<file path="src/hdl/ffha_pkg.sv">
// Shared constants, codes and control types of the first-fit hole allocator.
`default_nettype none
package ffha_pkg;

    localparam int ADDR_BITS         = 16;
    localparam int DEF_TABLE_ENTRIES = 128;
    localparam logic [ADDR_BITS-1:0] MEM_CLICKS_RESET = 16'd4096;

    localparam logic [1:0] REQ_ALLOC = 2'd0;
    localparam logic [1:0] REQ_FREE  = 2'd1;
    localparam logic [1:0] REQ_INIT  = 2'd2;
    localparam logic [1:0] REQ_NONE  = 2'd3;

    localparam logic [1:0] ST_OK     = 2'd0;
    localparam logic [1:0] ST_NO_MEM = 2'd1;
    localparam logic [1:0] ST_FULL   = 2'd2;

    typedef enum logic [4:0] {
        CMD_NONE,
        CMD_CLR,
        CMD_START,
        CMD_A_HEAD,
        CMD_A_CHK,
        CMD_A_DROP,
        CMD_F_SP_RD,
        CMD_F_TAKE,
        CMD_F_HEAD,
        CMD_F_WALK,
        CMD_F_INS,
        CMD_F_LINK,
        CMD_M_RD,
        CMD_M_H,
        CMD_M_N,
        CMD_M_DROP,
        CMD_L_RD,
        CMD_L_CHK,
        CMD_OUT
    } cmd_t;

    typedef struct packed {
        logic list_ok;
        logic spare_ok;
        logic rd_ok;
        logic fit;
        logic used_up;
        logic base_le;
        logic touch;
        logic second;
        logic clr_last;
        logic out_free;
    } dp_flags_t;

endpackage
`default_nettype wire

</file>
<file path="src/hdl/ffha_ctrl.sv">
// Sequencer of the hole allocator: walks each request through its steps.
`default_nettype none
module ffha_ctrl
    import ffha_pkg::*;
(
    input  logic      clk,
    input  logic      rst_n,
    input  logic      in_valid,
    output logic      in_ready,
    input  logic [1:0] req_type,
    input  dp_flags_t flags,
    output cmd_t      cmd
);

    typedef enum logic [4:0] {
        S_CLR, S_IDLE, S_A_HEAD, S_A_CHK, S_A_DROP, S_F_SP_RD, S_F_TAKE,
        S_F_HEAD, S_F_WALK, S_F_INS, S_F_LINK, S_M_RD, S_M_H, S_M_N,
        S_M_DROP, S_L_RD, S_L_CHK, S_OUT
    } state_t;

    state_t state_reg, state_next;
    logic   init_req_reg, init_req_next;

    assign in_ready = (state_reg == S_IDLE);

    always_comb
    begin
        state_next    = state_reg;
        init_req_next = init_req_reg;
        cmd           = CMD_NONE;
        case (state_reg)
            S_CLR:
            begin
                cmd = CMD_CLR;
                if (flags.clr_last)
                begin
                    state_next    = init_req_reg ? S_L_RD : S_IDLE;
                    init_req_next = 1'b0;
                end
            end
            S_IDLE:
            begin
                if (in_valid)
                begin
                    cmd = CMD_START;
                    case (req_type)
                        REQ_ALLOC: state_next = S_A_HEAD;
                        REQ_FREE:  state_next = S_F_SP_RD;
                        REQ_INIT:
                        begin
                            state_next    = S_CLR;
                            init_req_next = 1'b1;
                        end
                        default:   state_next = S_L_RD;
                    endcase
                end
            end
            S_A_HEAD:
            begin
                cmd        = CMD_A_HEAD;
                state_next = flags.list_ok ? S_A_CHK : S_L_RD;
            end
            S_A_CHK:
            begin
                cmd = CMD_A_CHK;
                if (flags.fit)
                begin
                    state_next = flags.used_up ? S_A_DROP : S_L_RD;
                end
                else
                begin
                    state_next = flags.rd_ok ? S_A_CHK : S_L_RD;
                end
            end
            S_A_DROP:
            begin
                cmd        = CMD_A_DROP;
                state_next = S_L_RD;
            end
            S_F_SP_RD:
            begin
                cmd        = CMD_F_SP_RD;
                state_next = flags.spare_ok ? S_F_TAKE : S_L_RD;
            end
            S_F_TAKE:
            begin
                cmd        = CMD_F_TAKE;
                state_next = S_F_HEAD;
            end
            S_F_HEAD:
            begin
                cmd = CMD_F_HEAD;
                if (!flags.list_ok || flags.base_le)
                begin
                    state_next = S_M_RD;
                end
                else
                begin
                    state_next = flags.rd_ok ? S_F_WALK : S_F_INS;
                end
            end
            S_F_WALK:
            begin
                cmd        = CMD_F_WALK;
                state_next = (!flags.base_le && flags.rd_ok) ? S_F_WALK : S_F_INS;
            end
            S_F_INS:
            begin
                cmd        = CMD_F_INS;
                state_next = S_F_LINK;
            end
            S_F_LINK:
            begin
                cmd        = CMD_F_LINK;
                state_next = S_M_RD;
            end
            S_M_RD:
            begin
                cmd        = CMD_M_RD;
                state_next = S_M_H;
            end
            S_M_H:
            begin
                cmd        = CMD_M_H;
                state_next = flags.rd_ok ? S_M_N : S_L_RD;
            end
            S_M_N:
            begin
                cmd = CMD_M_N;
                if (flags.touch)
                begin
                    state_next = S_M_DROP;
                end
                else
                begin
                    state_next = flags.second ? S_L_RD : S_M_RD;
                end
            end
            S_M_DROP:
            begin
                cmd        = CMD_M_DROP;
                state_next = flags.second ? S_L_RD : S_M_RD;
            end
            S_L_RD:
            begin
                cmd        = CMD_L_RD;
                state_next = flags.list_ok ? S_L_CHK : S_OUT;
            end
            S_L_CHK:
            begin
                cmd        = CMD_L_CHK;
                state_next = flags.rd_ok ? S_L_CHK : S_OUT;
            end
            S_OUT:
            begin
                if (flags.out_free)
                begin
                    cmd        = CMD_OUT;
                    state_next = S_IDLE;
                end
            end
            default:
            begin
                state_next = S_IDLE;
            end
        endcase
    end

    always_ff @(posedge clk or negedge rst_n)
    begin
        if (!rst_n)
        begin
            state_reg    <= S_CLR;
            init_req_reg <= 1'b0;
        end
        else
        begin
            state_reg    <= state_next;
            init_req_reg <= init_req_next;
        end
    end

endmodule
`default_nettype wire

</file>
<file path="config.mk">
export PLATFORM = sky130hd
export DESIGN_NAME = ffha_ctrl
export DESIGN_NICKNAME = d
export VERILOG_FILES = /design/src/hdl/ffha_pkg.sv /design/src/hdl/ffha_ctrl.sv
export SDC_FILE = /design/constraint.sdc
export NUM_CORES = 1
export LEC_CHECK = 0
export ABC_AREA = 1
export BUFFER_PORTS_ARGS = -buffer_cell sky130_fd_sc_hd__buf_2
export CAP_MARGIN = 20
export CORE_ASPECT_RATIO = 1.1
export CORE_MARGIN = 2
export CORE_UTILIZATION = 35
export DETAILED_ROUTE_END_ITERATION = 10
export GPL_ROUTABILITY_DRIVEN = 0
export PLACE_DENSITY = 0.55
export SLEW_MARGIN = 10
export SYNTH_ARGS = -nofsm -noshare
export SYNTH_HDL_FRONTEND = slang
export SYNTH_SLANG_ARGS = --single-unit
export TNS_END_PERCENT = 10
</file>
<file path="constraint.sdc">
create_clock -name clk -period 1.43 [get_ports clk]
set_clock_uncertainty 0.05 [all_clocks]
set_input_delay 0.2145 -clock clk [delete_from_list [all_inputs] [get_ports clk]]
set_output_delay 0.2145 -clock clk [all_outputs]
set_load 0.02 [all_outputs]
</file>
==> qor.yml, run 1 <==
outcome: "complete, but fails checks"
violations: "setup timing"
synth-adder-area-share_pct: 4.32
maxCapViolCount: 0
setup_viol_count_final: 11
p_per_area_nw_per_um2: 2520
drv_slew: 0
cp.arrival_ns: 1.53
syn_avg_cell_area_um2: 5.91
routed_wl_um: 2830
dr.pass1.iters: 5
cp.required_ns: 1.17
path_cells: "buf_6 > nand3_4 > a21oi_4 > nor2_2 > nand3_1 > nor2_2 > inv_1 > buf_6"
largest_reg_flops: 5
cts-root-buf: "clkbuf_4"
p_sw_uw: 1770
rsz0062_at_grt: "yes"
numCtsBuffers: 3
cts.sinks: 6
synthMuxAreaShare_pct: 0
synth_nets: 165
fin_crit_ns: 1.79
nNetsFinal: 217
placementRows: 18
wl_per_cell_um: 12.4
peakVddDrop_mv: 1.74
synth_top_area_cell: "nand2_1"
critPathMaxStageDelay_ns: 0.43
yosys.area_share.simple_pct: 57.2
synth_top_cell_area_share_pct: 17.7
drt-initial-drc-count: 36
path_max_fanout: 4
clk_pin_slew_ns: 0.05
path_buf_inv: 3
via_per_inst: 5.00
yosysWarnings: 0
cts_tree: "yes"
synth_compound_gate_area_share_pct: 10.1
drc: 0
ys_top_cells_by_area: "nand2_1 (18%), dfrtp_1 (17%), nand3_1 (9.2%), nor2_1 (8.2%), inv_1 (6.5%)"
synth_xor_area_share_pct: 0
grt-ovfl-total: 0
track_usage_pct: 19.4
power.internal_uw: 1600
crit_family: "simple AND/OR/NAND/NOR gates"
vias: 1141
die_area_um2: 2900
finalCritPeriodShare_pct: 125
layout-area-overhead-vs-synth_pct: 53.6
setup.worst_path.class: "reg -> out"
ioPinCount: 21
dieHeight_um: 56.2
clkPwrFrac_pct: 5.3
ant_nets: 0
grt_pass1_vias: 1077
combPwrFrac_pct: 82.2
leakage_uw: 0.000744
syn_area_um2: 868
antenna_found_initial: 0
maxSlewHeadroom_pct: 84.0
p_seq_share_pct: 12.4
fin_setup_tns_ns: -2.34
diodes: 0
core_area_um2: 2300
synthDistinctLibCells: 25
critPathLaunchType: "register"
syn_inst: 147
worstMarginPinSlew_ns: 0.239
portBuffers: 20
cp_slowest_cell: "dfrtp_2"
grt_pass1_wl_um: 4270
hp-class: "in -> reg"
hold_violations: 0
worst_slack_ns: -0.364
clock_path_buffers: 2
ys_ff_latch: 6
grt_max_degree: 7
p_sw_share_pct: 52.5
clk_latency_ns: 0.25
drive_gt1_share_pct: 48.0
htree_levels: 1
fmax_mhz: 557
synth_seq_area_share_pct: 17.3
dieWidth_um: 51.5
start_util_pct: 37.8
place_hpwl_um: 2200
synth_top_family_by_area: "simple AND/OR/NAND/NOR gates"
crit_path_end_kind: "output pin"
place_ws_ns: -0.124
[cells by family (layout without fill, tap and decap cells)]
family                     count (synthesis)  in the layout
buffers and inverters                     24             75
adders and majority gates                  3              3
and+or+nand+nor                          100            100
DFF                                        6              6
AOI/OAI and AO/OA                         14             14
[layer usage]
metal / track usage (%) / wire length, µm / vias to the layer above
met3: 3.49 / 198 / 7
li1: - / - / 576
met1: 22.7 / 1130 / 511
met5: 0 / 0 / -
met2: 33.2 / 1440 / 47
met4: 9.40 / 51 / 0
[power by group through the flow]
stage,Combinational (µW),Sequential [µW],Clock (µW)
finish,2770,418,180
floorplan,1400,384,0
CTS,2380,415,183
detailed placement,2270,404,0
global route,2980,430,189
global placement,2290,400,0
[final cells by class]
type / count / area (µm²)
Tap cell: 30 / 37.5
Multi-Input combinational cell: 117 / 683
Clock buffer: 4 / 26.3
Timing Repair Buffer: 48 / 340
Inverter: 23 / 91.3
Fill cell: 247 / 963
Sequential cell: 6 / 155
[stage by stage]
step                utilization (%)  hold slack, ns  total power, µW  area, µm²  instances
floorplan                         -          -0.131             1790        877        147
CTS                            54.3           0.128             2980       1250        225
finish                         58.1           0.128             3360       1330        228
global route                   58.1           0.150             3600       1330        228
global placement               51.4        -0.00315             2690       1180        219
detailed placement             51.4         0.00318             2680       1180        219
[path summary, 6_finish.rpt]
kind | from | end | slack [ns] | cells after the start
max | state_reg[2]$_DFFE_PN0P_ | cmd[3] | -0.36 | 8
min | flags[0] | state_reg[4]$_DFFE_PN0P_ | 0.13 | 2
max reg2reg | state_reg[2]$_DFFE_PN0P_ | state_reg[0]$_DFFE_PN0P_ | -0.12 | 10
min reg2reg | init_req_reg$_DFFE_PN0P_ | init_req_reg$_DFFE_PN0P_ | 0.45 | 2
max in group asynchronous | rst_n | state_reg[0]$_DFFE_PN0P_ | 0.88 | 2
min in group asynchronous | rst_n | state_reg[3]$_DFFE_PN0P_ | 0.28 | 2
[placed cells by master, fill, tap and decap left out, types with 2 or more instances in the layout]
| cell | count |
|---|---|
| nand3b_1 | 3 |
| nand3_1 | 15 |
| nand3_2 | 2 |
| o21ai_1 | 2 |
| inv_1 | 15 |
| nand2_4 | 2 |
| nor2_4 | 6 |
| dfrtp_1 | 2 |
| a21oi_1 | 2 |
| buf_4 | 28 |
| nand4_1 | 3 |
| or2_2 | 2 |
| ha_1 | 3 |
| o21ai_0 | 4 |
| dfrtp_2 | 4 |
| inv_2 | 6 |
| inv_4 | 2 |
| nor2_2 | 11 |
| nor2_1 | 13 |
| nand2_2 | 6 |
| buf_2 | 15 |
| clkbuf_4 | 3 |
| nand2_1 | 36 |
| buf_6 | 4 |
[synth_stat cells]
library cell,number
nand2_1,41
nor2_1,19
nand3_1,16
inv_1,15
inv_2,7
nor2_2,7
dfrtp_1,6
nor2_4,4
o21ai_0,4
a21oi_1,3
ha_1,3
nand3b_1,3
nand4_1,3
nand2_4,2
nand3_2,2
o21ai_1,2
or2_2,2
a21oi_2,1
a22oi_1,1
a41o_1,1
buf_4,1
inv_4,1
nand2_2,1
o211ai_1,1
o21ai_2,1
[what timing repair did]
item | 4_1_cts | 5_1_grt
pin swaps | 6 | 8
endpoints found under the setup margin | 11 | 11
gates resized for setup | 11 | 17
endpoints found under the hold margin | 6 | 0
hold buffers | 1 | 0
setup buffers | 1 | 3
Power figures use the tool's default switching activity.
==> run 2, diff against run 1 <==
--- a/config.mk
+++ b/config.mk
@@ -13,7 +13,7 @@
 export CORE_UTILIZATION = 35
 export DETAILED_ROUTE_END_ITERATION = 10
 export GPL_ROUTABILITY_DRIVEN = 0
-export PLACE_DENSITY = 0.55
+export PLACE_DENSITY = 0.66
 export SLEW_MARGIN = 10
 export SYNTH_ARGS = -nofsm -noshare
 export SYNTH_HDL_FRONTEND = slang
==> qor.yml, run 2 (same netlist as run 1, synthesis figures left out) <==
finish.instance_area_um2: 1330  # -0.56%
rsz0062_at_grt: "yes"
dr.pass1.iters: 5  # unchanged
ioPinCount: 21  # unchanged
cp_num_cells: 8  # unchanged
start_util_pct: 37.8  # unchanged
die_area_um2: 2900  # unchanged
drv_slew: 0  # unchanged
min_delay_path_depth: 2  # unchanged
fillers: 239  # -3.2%
layout_commonest_cell: "nand2_1"
cts-root-buf: "clkbuf_4"
crit_path_end_kind: "output pin"
grt_pass1_wl_um: 4660  # +9.2%
dieHeight_um: 56.2  # unchanged
drive_gt1_share_pct: 48.0  # about the same
peakVddDrop_mv: 1.74  # about the same
cpMostUsedCell: "nor2_2"
cp.required_ns: 1.17  # about the same
outcome: "complete, but fails checks"
cts.sinks: 6  # unchanged
placed_area_um2: 1160  # -1.3%
leakage_uw: 0.000748  # +0.58%
numCtsBuffers: 3  # unchanged
largest_reg_flops: 5  # unchanged
hold_violations: 0  # unchanged
multi_input_area_um2: 674  # -1.3%
drc: 0  # unchanged
drt-initial-drc-count: 47  # +31%
worstMarginPinSlew_ns: 0.257  # +0.0179 ns
place_hpwl_um: 2090  # -4.9%
p_per_area_nw_per_um2: 2480  # -1.6%
grt_pass1_vias: 1071  # -0.56%
placementRows: 18  # unchanged
grt-ovfl-total: 0  # unchanged
fin_crit_ns: 1.78  # -0.0114 ns
place_ws_ns: -0.150  # -0.0257 ns
maxCapViolCount: 0  # unchanged
vias: 1148  # +0.61%
finalCritPeriodShare_pct: 125  # -0.80 points
critPathLaunchType: "register"
path_cells: "inv_2 > nand2_4 > a21oi_4 > nor2_2 > nand3_1 > nor2_2 > inv_1 > buf_4"
final_cell_mix: "nand2_1 (35), buf_4 (33)"
setup_viol_count_final: 11  # unchanged
maxSlewHeadroom_pct: 82.8  # -1.2 points
cp.arrival_ns: 1.52  # about the same
path_buf_inv: 3  # unchanged
core_area_um2: 2300  # unchanged
reg2regPathDepth: 11  # +1
layout-area-overhead-vs-synth_pct: 52.7
track_usage_pct: 21.1  # +1.6 points
hp-class: "in -> reg"
grt_max_degree: 7  # unchanged
crit_family: "simple AND/OR/NAND/NOR gates"
clk_latency_ns: 0.25  # about the same
violations: "setup timing"
clk_pin_slew_ns: 0.05  # about the same
regArea_um2: 155  # unchanged
wl_per_cell_um: 12.1  # -2.6%
htree_levels: 1  # unchanged
path_max_fanout: 6  # +2
cts_tree: "yes"
routed_wl_um: 2780  # -1.8%
worst_slack_ns: -0.353  # +0.0114 ns
portBuffers: 20  # unchanged
dieWidth_um: 51.5  # unchanged
diodes: 0  # unchanged
cp_slowest_cell: "dfrtp_2"
nNetsFinal: 219  # +0.92%
critPathMaxStageDelay_ns: 0.45  # +0.02 ns
clock_path_buffers: 2  # unchanged
via_per_inst: 4.99  # -0.26%
antenna_found_initial: 0  # unchanged
ant_nets: 0  # unchanged
fmax_mhz: 561  # +0.64%
setup.worst_path.class: "reg -> out"
[run 2: changes by cell type in the layout (fill, tap and decap cells not counted), sizes merged]
cell,change
buf,+2
[run 2: metal layers]
metal  GRT usage (%)  routed length, µm  up-vias  share of wire, %
met5               0                  0        -                 0
met4            3.38                  0        0                 0
met3            3.23                175        0               6.3
met2            37.2               1470       40                53
met1            26.8               1140      533                41
li1                -                  -      575                 -
[run 2: where the power goes]
group,total [µW],leakage [µW],switching [µW],internal (µW)
registers,428,0.0000698,157,271
clock network,173,0.0000150,67.4,106
logic,2690,0.000663,1490,1200
total,3290,0.000748,1720,1580
[run 2: repair_timing]
action / CTS / global route
hold endpoints to repair: 6 / 0
pin swaps: 9 / 3
setup buffers: 8 / 0
gates resized for setup: 20 / 2
setup endpoints to repair: 11 / 11
hold buffers: 1 / 0
[run 2: metrics by stage]
step | utilization, % | power, µW | cells | hold slack, ns | setup TNS (ns)
detailed placement | 50.7 | 2640 | 217 | -0.00527 | -0.843
CTS | 57.5 | 3220 | 230 | 0.122 | -1.81
finish | 57.7 | 3290 | 230 | 0.132 | -2.17
floorplan | - | 1790 | 147 | -0.131 | -0.00937
global route | 57.7 | 3530 | 230 | 0.130 | -3.00
global placement | 50.7 | 2640 | 217 | -0.00849 | -0.745
[run 2: final timing paths]
| kind | from | to | slack (ns) |
|---|---|---|---|
| setup reg to reg | state_reg[1]$_DFFE_PN0P_ | state_reg[0]$_DFFE_PN0P_ | -0.16 |
| hold reg to reg | init_req_reg$_DFFE_PN0P_ | init_req_reg$_DFFE_PN0P_ | 0.44 |
| min in group asynchronous | rst_n | state_reg[4]$_DFFE_PN0P_ | 0.26 |
| max in group asynchronous | rst_n | state_reg[1]$_DFFE_PN0P_ | 0.90 |
| hold / removal | flags[0] | state_reg[4]$_DFFE_PN0P_ | 0.13 |
| setup / recovery | state_reg[1]$_DFFE_PN0P_ | cmd[3] | -0.35 |
[run 2: final cells by class]
cell class                      count  share of cell area, %
Clock buffer                        4                   1.98
Inverter                           23                   6.70
Multi-Input combinational cell    117                   50.8
Sequential cell                     6                   11.7
Tap cell                           30                   2.83
Timing Repair Buffer               50                   25.9
